===== src/rtl/status_led_blink_code_driver_core_macros.svh =====
// Assertion macros for the status LED blink-code driver RTL.
`ifndef STATUS_LED_BLINK_CODE_DRIVER_CORE_MACROS_SVH
`define STATUS_LED_BLINK_CODE_DRIVER_CORE_MACROS_SVH

`ifndef ASSERT_OFF
// The condition must hold at every clock edge outside reset.
`define SLED_ASSERT_ALWAYS(lbl, clk, rst_n, expr) \
  lbl: assert property (@(posedge clk) disable iff (!rst_n) (expr)) \
    else $error("sled assertion failed: invariant");
// When the antecedent holds, the consequent must hold in the same cycle.
`define SLED_ASSERT_IMP(lbl, clk, rst_n, ante, cons) \
  lbl: assert property (@(posedge clk) disable iff (!rst_n) (ante) |-> (cons)) \
    else $error("sled assertion failed: implication");
// When the antecedent holds, the consequent must hold in the next cycle.
`define SLED_ASSERT_NEXT(lbl, clk, rst_n, ante, cons) \
  lbl: assert property (@(posedge clk) disable iff (!rst_n) (ante) |=> (cons)) \
    else $error("sled assertion failed: next cycle");
`else
`define SLED_ASSERT_ALWAYS(lbl, clk, rst_n, expr)
`define SLED_ASSERT_IMP(lbl, clk, rst_n, ante, cons)
`define SLED_ASSERT_NEXT(lbl, clk, rst_n, ante, cons)
`endif

`endif


===== src/rtl/sled_pkg.sv =====
// Types and constants shared by the status LED blink-code driver modules.
package sled_pkg;

  localparam int unsigned TimeW  = 32;
  localparam int unsigned CodeW  = 4;
  localparam int unsigned IntvW  = 16;
  localparam int unsigned AddrW  = 4;
  localparam int unsigned DataW  = 32;

  // Register index codes.
  localparam logic [1:0] RegSafeHalf  = 2'd0;
  localparam logic [1:0] RegArmedHalf = 2'd1;
  localparam logic [1:0] RegCodePulse = 2'd2;
  localparam logic [1:0] RegCodeGap   = 2'd3;

  localparam logic [IntvW-1:0] SafeHalfReset  = 16'd500;
  localparam logic [IntvW-1:0] ArmedHalfReset = 16'd100;
  localparam logic [IntvW-1:0] CodePulseReset = 16'd100;
  localparam logic [IntvW-1:0] CodeGapReset   = 16'd1000;

  typedef struct packed {
    logic [IntvW-1:0] safe_half_period_ms;
    logic [IntvW-1:0] armed_half_period_ms;
    logic [IntvW-1:0] code_pulse_ms;
    logic [IntvW-1:0] code_gap_ms;
  } cfg_t;

  typedef struct packed {
    logic [TimeW-1:0] now_ms;
    logic [CodeW-1:0] error_code;
    logic             link_ok;
    logic             armed;
  } item_t;

  typedef struct packed {
    logic             pin_level;
    logic             toggle_flag;
    logic [TimeW-1:0] last_change_ms;
    logic [CodeW-1:0] pulses_done;
    logic             in_gap;
    logic [CodeW-1:0] previous_code;
  } blink_state_t;

endpackage


===== src/rtl/sled_step.sv =====
// Next-state logic of the blink-code driver for one status update item.
module sled_step (
  input  sled_pkg::cfg_t         cfg,
  input  sled_pkg::item_t        item,
  input  sled_pkg::blink_state_t cur,
  output sled_pkg::blink_state_t nxt
);

  sled_pkg::blink_state_t         st;
  logic [sled_pkg::IntvW-1:0]     interval;
  logic [sled_pkg::TimeW-1:0]     diff;
  logic                           due;
  logic [sled_pkg::CodeW-1:0]     pulses_inc;

  always_comb begin
    st = cur;
    // A new nonzero code restarts the sequence before the timing check.
    if (item.error_code != '0 && item.error_code != cur.previous_code) begin
      st.in_gap         = 1'b0;
      st.pulses_done    = '0;
      st.last_change_ms = item.now_ms;
      st.toggle_flag    = 1'b0;
      st.pin_level      = 1'b0;
      st.previous_code  = item.error_code;
    end

    if (item.error_code != '0) begin
      interval = st.in_gap ? cfg.code_gap_ms : cfg.code_pulse_ms;
    end else if (item.armed) begin
      interval = cfg.armed_half_period_ms;
    end else begin
      interval = cfg.safe_half_period_ms;
    end

    diff       = item.now_ms - st.last_change_ms;
    due        = diff >= {{(sled_pkg::TimeW - sled_pkg::IntvW){1'b0}}, interval};
    pulses_inc = st.pulses_done + 1'b1;

    nxt = st;
    if (item.error_code != '0) begin
      if (!st.in_gap) begin
        if (due) begin
          nxt.last_change_ms = item.now_ms;
          if (st.toggle_flag) begin
            nxt.pin_level   = 1'b0;
            nxt.toggle_flag = 1'b0;
            if (pulses_inc >= item.error_code) begin
              nxt.in_gap      = 1'b1;
              nxt.pulses_done = '0;
            end else begin
              nxt.pulses_done = pulses_inc;
            end
          end else begin
            nxt.pin_level   = 1'b1;
            nxt.toggle_flag = 1'b1;
          end
        end
      end else begin
        nxt.pin_level = 1'b0;
        if (due) begin
          nxt.in_gap         = 1'b0;
          nxt.last_change_ms = item.now_ms;
        end
      end
    end else if (!item.link_ok) begin
      // Solid on; the blink phase and timestamp are left alone.
      nxt.pin_level = 1'b1;
    end else if (due) begin
      nxt.last_change_ms = item.now_ms;
      nxt.toggle_flag    = ~st.toggle_flag;
      nxt.pin_level      = ~st.toggle_flag;
    end
  end

endmodule


===== src/rtl/status_led_blink_code_driver_core.sv =====
// Top level of the status LED blink-code driver: handshakes, registers and state.
//
// Usage: each input item (in_now_ms, in_error_code, in_link_ok, in_armed) is a
// status update carrying the current millisecond timestamp. For every accepted
// item the block returns exactly one result item, out_led_on, the LED pin level
// after that update. An item is taken at a rising edge where in_valid is high
// and in_stall is low; a result is taken where out_valid is high and out_stall
// is low.
// An accepted item sits in the input register until the output register is free;
// the combinational state update (one 32-bit wrapping subtract and compare) then
// loads the result register. Throughput is one item per cycle while the receiver
// does not stall. When the receiver stalls, the result holds in the output
// register and one further item may wait in the input register; only then is
// in_stall raised. Reset (rst_n low at a clock edge) empties both registers,
// turns the LED off, clears the blink state and loads the default intervals
// (500, 100, 100 and 1000 ms). The four 16-bit intervals are written over the
// APB-style cfg_ port at byte addresses 0, 4, 8 and 12; the user must write them
// only while the block is idle, which the block itself does not enforce.
`include "status_led_blink_code_driver_core_macros.svh"

module status_led_blink_code_driver_core (
  input  logic                          clk,
  input  logic                          rst_n,
  input  logic                          in_valid,
  output logic                          in_stall,
  input  logic [sled_pkg::TimeW-1:0]    in_now_ms,
  input  logic [sled_pkg::CodeW-1:0]    in_error_code,
  input  logic                          in_link_ok,
  input  logic                          in_armed,
  output logic                          out_valid,
  input  logic                          out_stall,
  output logic                          out_led_on,
  input  logic                          cfg_psel,
  input  logic                          cfg_penable,
  input  logic                          cfg_pwrite,
  input  logic [sled_pkg::AddrW-1:0]    cfg_paddr,
  input  logic [sled_pkg::DataW-1:0]    cfg_pwdata,
  output logic [sled_pkg::DataW-1:0]    cfg_prdata,
  output logic                          cfg_pready
);

  sled_pkg::cfg_t         cfg_r;
  sled_pkg::item_t        item_r;
  logic                   item_valid_r;
  sled_pkg::blink_state_t state_r;
  sled_pkg::blink_state_t state_nxt;
  logic                   out_valid_r;
  logic                   out_led_r;
  logic                   step_go;
  logic                   in_take;
  logic                   cfg_wr;
  logic [1:0]             cfg_idx;
  logic [sled_pkg::IntvW-1:0] cfg_rd;

  assign step_go  = item_valid_r && (!out_valid_r || !out_stall);
  assign in_take  = in_valid && !in_stall;
  assign in_stall = item_valid_r && !step_go;

  assign out_valid  = out_valid_r;
  assign out_led_on = out_led_r;

  assign cfg_pready = 1'b1;
  assign cfg_wr     = cfg_psel && cfg_penable && cfg_pwrite;
  assign cfg_idx    = cfg_paddr[3:2];

  always_comb begin
    case (cfg_idx)
      sled_pkg::RegSafeHalf:  cfg_rd = cfg_r.safe_half_period_ms;
      sled_pkg::RegArmedHalf: cfg_rd = cfg_r.armed_half_period_ms;
      sled_pkg::RegCodePulse: cfg_rd = cfg_r.code_pulse_ms;
      sled_pkg::RegCodeGap:   cfg_rd = cfg_r.code_gap_ms;
      default:                cfg_rd = '0;
    endcase
  end
  assign cfg_prdata = {{(sled_pkg::DataW - sled_pkg::IntvW){1'b0}}, cfg_rd};

  sled_step u_step (
    .cfg  (cfg_r),
    .item (item_r),
    .cur  (state_r),
    .nxt  (state_nxt)
  );

  always_ff @(posedge clk) begin
    if (!rst_n) begin
      cfg_r.safe_half_period_ms  <= sled_pkg::SafeHalfReset;
      cfg_r.armed_half_period_ms <= sled_pkg::ArmedHalfReset;
      cfg_r.code_pulse_ms        <= sled_pkg::CodePulseReset;
      cfg_r.code_gap_ms          <= sled_pkg::CodeGapReset;
    end else if (cfg_wr) begin
      case (cfg_idx)
        sled_pkg::RegSafeHalf:  cfg_r.safe_half_period_ms  <= cfg_pwdata[15:0];
        sled_pkg::RegArmedHalf: cfg_r.armed_half_period_ms <= cfg_pwdata[15:0];
        sled_pkg::RegCodePulse: cfg_r.code_pulse_ms        <= cfg_pwdata[15:0];
        sled_pkg::RegCodeGap:   cfg_r.code_gap_ms          <= cfg_pwdata[15:0];
        default: ;
      endcase
    end
  end

  always_ff @(posedge clk) begin
    if (!rst_n) begin
      item_valid_r <= 1'b0;
      out_valid_r  <= 1'b0;
      out_led_r    <= 1'b0;
      state_r      <= '0;
    end else begin
      if (in_take) begin
        item_valid_r <= 1'b1;
      end else if (step_go) begin
        item_valid_r <= 1'b0;
      end
      if (step_go) begin
        out_valid_r <= 1'b1;
        out_led_r   <= state_nxt.pin_level;
        state_r     <= state_nxt;
      end else if (!out_stall) begin
        out_valid_r <= 1'b0;
      end
    end
  end

  // Payload of the input register needs no reset.
  always_ff @(posedge clk) begin
    if (in_take) begin
      item_r.now_ms     <= in_now_ms;
      item_r.error_code <= in_error_code;
      item_r.link_ok    <= in_link_ok;
      item_r.armed      <= in_armed;
    end
  end

  `SLED_ASSERT_ALWAYS(a_led_matches_state, clk, rst_n, out_led_r == state_r.pin_level)
  `SLED_ASSERT_IMP(a_gap_clears_count, clk, rst_n, state_r.in_gap, state_r.pulses_done == '0)
  `SLED_ASSERT_IMP(a_count_below_code, clk, rst_n, state_r.pulses_done != '0,
                   state_r.pulses_done < state_r.previous_code)
  `SLED_ASSERT_NEXT(a_step_gives_result, clk, rst_n, step_go, out_valid_r)
  `SLED_ASSERT_NEXT(a_take_fills_input, clk, rst_n, in_take, item_valid_r)

endmodule


===== config.mk =====
export PLATFORM = sky130hd
export DESIGN_NAME = status_led_blink_code_driver_core
export DESIGN_NICKNAME = d
export VERILOG_FILES = /design/src/rtl/sled_pkg.sv /design/src/rtl/sled_step.sv /design/src/rtl/status_led_blink_code_driver_core.sv
export VERILOG_INCLUDE_DIRS = /design/src /design/src/rtl
export SDC_FILE = /design/constraint.sdc
export NUM_CORES = 1
export LEC_CHECK = 0
export ABC_AREA = 1
export BUFFER_PORTS_ARGS = -buffer_cell sky130_fd_sc_hd__buf_2
export CORE_MARGIN = 2
export CORE_UTILIZATION = 50
export CTS_BUF_LIST = sky130_fd_sc_hd__clkbuf_2
export CTS_CLUSTER_DIAMETER = 200
export CTS_CLUSTER_SIZE = 20
export DETAILED_ROUTE_END_ITERATION = 10
export PLACE_DENSITY_LB_ADDON = 0.25
export SLEW_MARGIN = 20
export SYNTH_ARGS = -nofsm -noshare
export SYNTH_HDL_FRONTEND = slang
export SYNTH_HIERARCHICAL = 1
export SYNTH_SLANG_ARGS = --single-unit

===== constraint.sdc =====
create_clock -name clk -period 5.9 [get_ports clk]
set_input_delay 1.18 -clock clk [delete_from_list [all_inputs] [get_ports clk]]
set_output_delay 1.18 -clock clk [all_outputs]
set_load 0.03 [all_outputs]

==> impl_metrics.yaml <==
sta:
  slew_headroom_pct: 34.9
  rsz0062_at_grt: "false"
  finalHoldViolations: 0
  finalSetupViolCount: 0
  worst_slew_pin_slew_ps: 976
  fin_crit_ps: 5100
  fmax_mhz: 196
  drv_slew: 0
  finalSetupTns_ps: 0
  min_period_over_period_pct: 86.4
  skew_ps: 40.5
  whs_ps: 500
grt:
  antenna_found_initial: 1
  gr-usage-all-layers_pct: 24.8
  grt_pass1_vias: 9131
  grt_max_degree: 57
  overflow: 0
  grt_pass1_wl_mm: 44.0
setup_path:
  cp-end-kind: "flop"
  crit_fanout: 27
  required_ps: 6550
  crit_type: "reg -> reg"
  worstPathArrival_ps: 5740
  crit_top_cell: "nand2_1"
  cp_slowest_cell: "nand2_2"
  crit_path_start_kind: "flop"
  worst_path_largest_cell_delay_ps: 430
power:
  peakVddDrop_v: 0.000165
  power.total_mw: 2.33
  p_leak_nw: 5.16
  powerDensity_mw_per_mm2: 213
placement:
  dpl-instance-area_mm2: 0.0108
  dp.cells: 1840
  portBuffers: 81
  gp_congestion: 0.954
  dpl.hpwl_mm: 18.8
yosys:
  netlist_area_mm2: 0.0103
  synth_cell_types: 50
  ys_seq_area_share_pct: 32.4
  yosys-top-cells-area: "dfxtp_1 (21%), nand2_1 (15%), edfxtp_1 (11%)"
  synth_top_area_cell: "dfxtp_1"
  synth_seq_cells: 147
  postSynthCellCount: 1534
  synth_edf_count: 38
  synth_top_area_share_pct: 21.3
  ys.flop_type: "dfxtp_1"
  synth_warnings: 6
  syn_area_per_cell_um2: 6.68
  ys_async_sr_fraction_pct: 0
detailed_routing:
  drtIter0Drc: 665
  drtAntennaViolNets: 0
  routedWlPerCell_um: 14.0
  routed_wirelength_mm: 26.2
  dr.pass1.iters: 6
  drc_errors: 0
  num_vias: 9827
  via_per_inst: 5.25
die:
  dieArea_mm2: 0.0217
  io_pins: 117
  die_width_um: 147
  fp.dieH_um: 147
  start_util_pct: 50.8
  num_rows: 52
  coreArea_mm2: 0.0202
cts:
  cts_setup_buffers: 0
  clk_pin_slew_ps: 210
  cts_root_buf: "clkbuf_2"
  cts_resized: 0
  hold_buffers: 0
  ctsLongestPathBuffers: 2
  cts_made_buffers: 17
  htree_levels: 4
  cts_tree: "yes"
  cts_sinks: 147
  clkLatencyLatePin_ps: 720
hold_path:
  min_path_type: "reg -> reg"
run_status:
  status: "complete, no violations"
layout:
  postLayoutCellArea_mm2: 0.0109
  drive_gt1_share_pct: 14.4
  stdcell_count: 1873
  area_delta_synth_final_pct: 6.72
  nNetsFinal: 1712
  fillers: 2058
flow_run:
  max_cap_viol_count: 0
## cells in the mapped netlist (17+ instances only)
cell	count
dfxtp_1	109
inv_1	139
edfxtp_1	38
a21oi_1	53
nand2_1	416
clkbuf_1	30
buf_4	23
ha_1	42
nand3_2	18
nand3_1	101
a21oi_2	17
nor2_1	257
nand4_1	26
mux2i_1	17
o21ai_0	74
buf_2	19
## flip-flops by register name (all words and copies together), names as in the netlist
register / count
cfg_r: 64
out_led_on: 1
item_valid_r: 1
item_r: 38
state_r: 42
out_valid: 1
## cell usage in the layout (no fill, tap or decap), types with 26 or more instances in the layout
cell type  synthesis  final
nand4_1           26     26
dfxtp_1          109    109
inv_1            139    139
nand2_1          416    416
edfxtp_1          38     38
buf_2             19     81
nand3_1          101    101
ha_1              42     42
a21oi_1           53     53
o21ai_0           74     74
nor2_1           257    255
## worst paths after layout
path | from | end | slack (ps) | cells past startpoint
worst min-delay path | cfg_r[8] | cfg_r[8] | 500 | 2
worst min register to register | cfg_r[8] | cfg_r[8] | 500 | 2
worst max-delay path | item_r[5] | state_r[35] | 800 | 28
worst max register to register | item_r[5] | state_r[35] | 800 | 28
## report_power, final
part	leakage, nW	switching (mW)	internal (mW)
Clock	0.132	0.353	0.155
Sequential	1.26	0.0343	1.08
Combinational	3.77	0.460	0.247
Total	5.16	0.847	1.49
## metrics by stage
stage,utilization (%),worst slack (ps)
final,54.3,804
after global routing,54.3,240
after CTS,54.2,816
after detailed placement,53.3,880
after global placement,53.3,934
after floorplan,-,1550
## routing by layer
metal,vias to the layer above,share of wire (%),GRT usage (%)
met5,-,0,0
met1,4463,45,32.9
li1,5044,-,-
met4,0,1.5,7.12
met3,23,5.9,3.98
met2,297,47,41.8
## layout make-up
class                           instances  area [um^2]  area share, %
Multi-Input combinational cell       1165         5930           54.2
Sequential cell                       147         3320           30.4
Inverter                              157          589           5.39
Timing Repair Buffer                  101          581           5.31
Tap cell                              270          338           3.09
Clock buffer                           23          115           1.05
Clock inverter                          9         66.3          0.606
Antenna cell                            1         2.50         0.0229
## critical path, delay by kind of cell, from the launching register on
kind            cells  cell delay, ps
simple gates       15            1830
compound gates      7            1330
buf+inv             4             780
flops               1             410
fa+ha+maj           1             350
mux                 1             290
## cells by family (layout without fill, tap and decap cells)
kind of cell	after synthesis	count (layout)	synth area share, %
AOI/OAI and AO/OA	203	203	12.4
xor gates and xnor gates	16	16	1.37
adders and majority gates	42	42	5.13
buffers and inverters	237	290	10.4
DFF	147	147	32.4
muxes	17	17	1.66
other	2	18	0.0732
and+or+nand+nor	870	870	36.6
No activity file was read; power rests on OpenSTA's default activity.
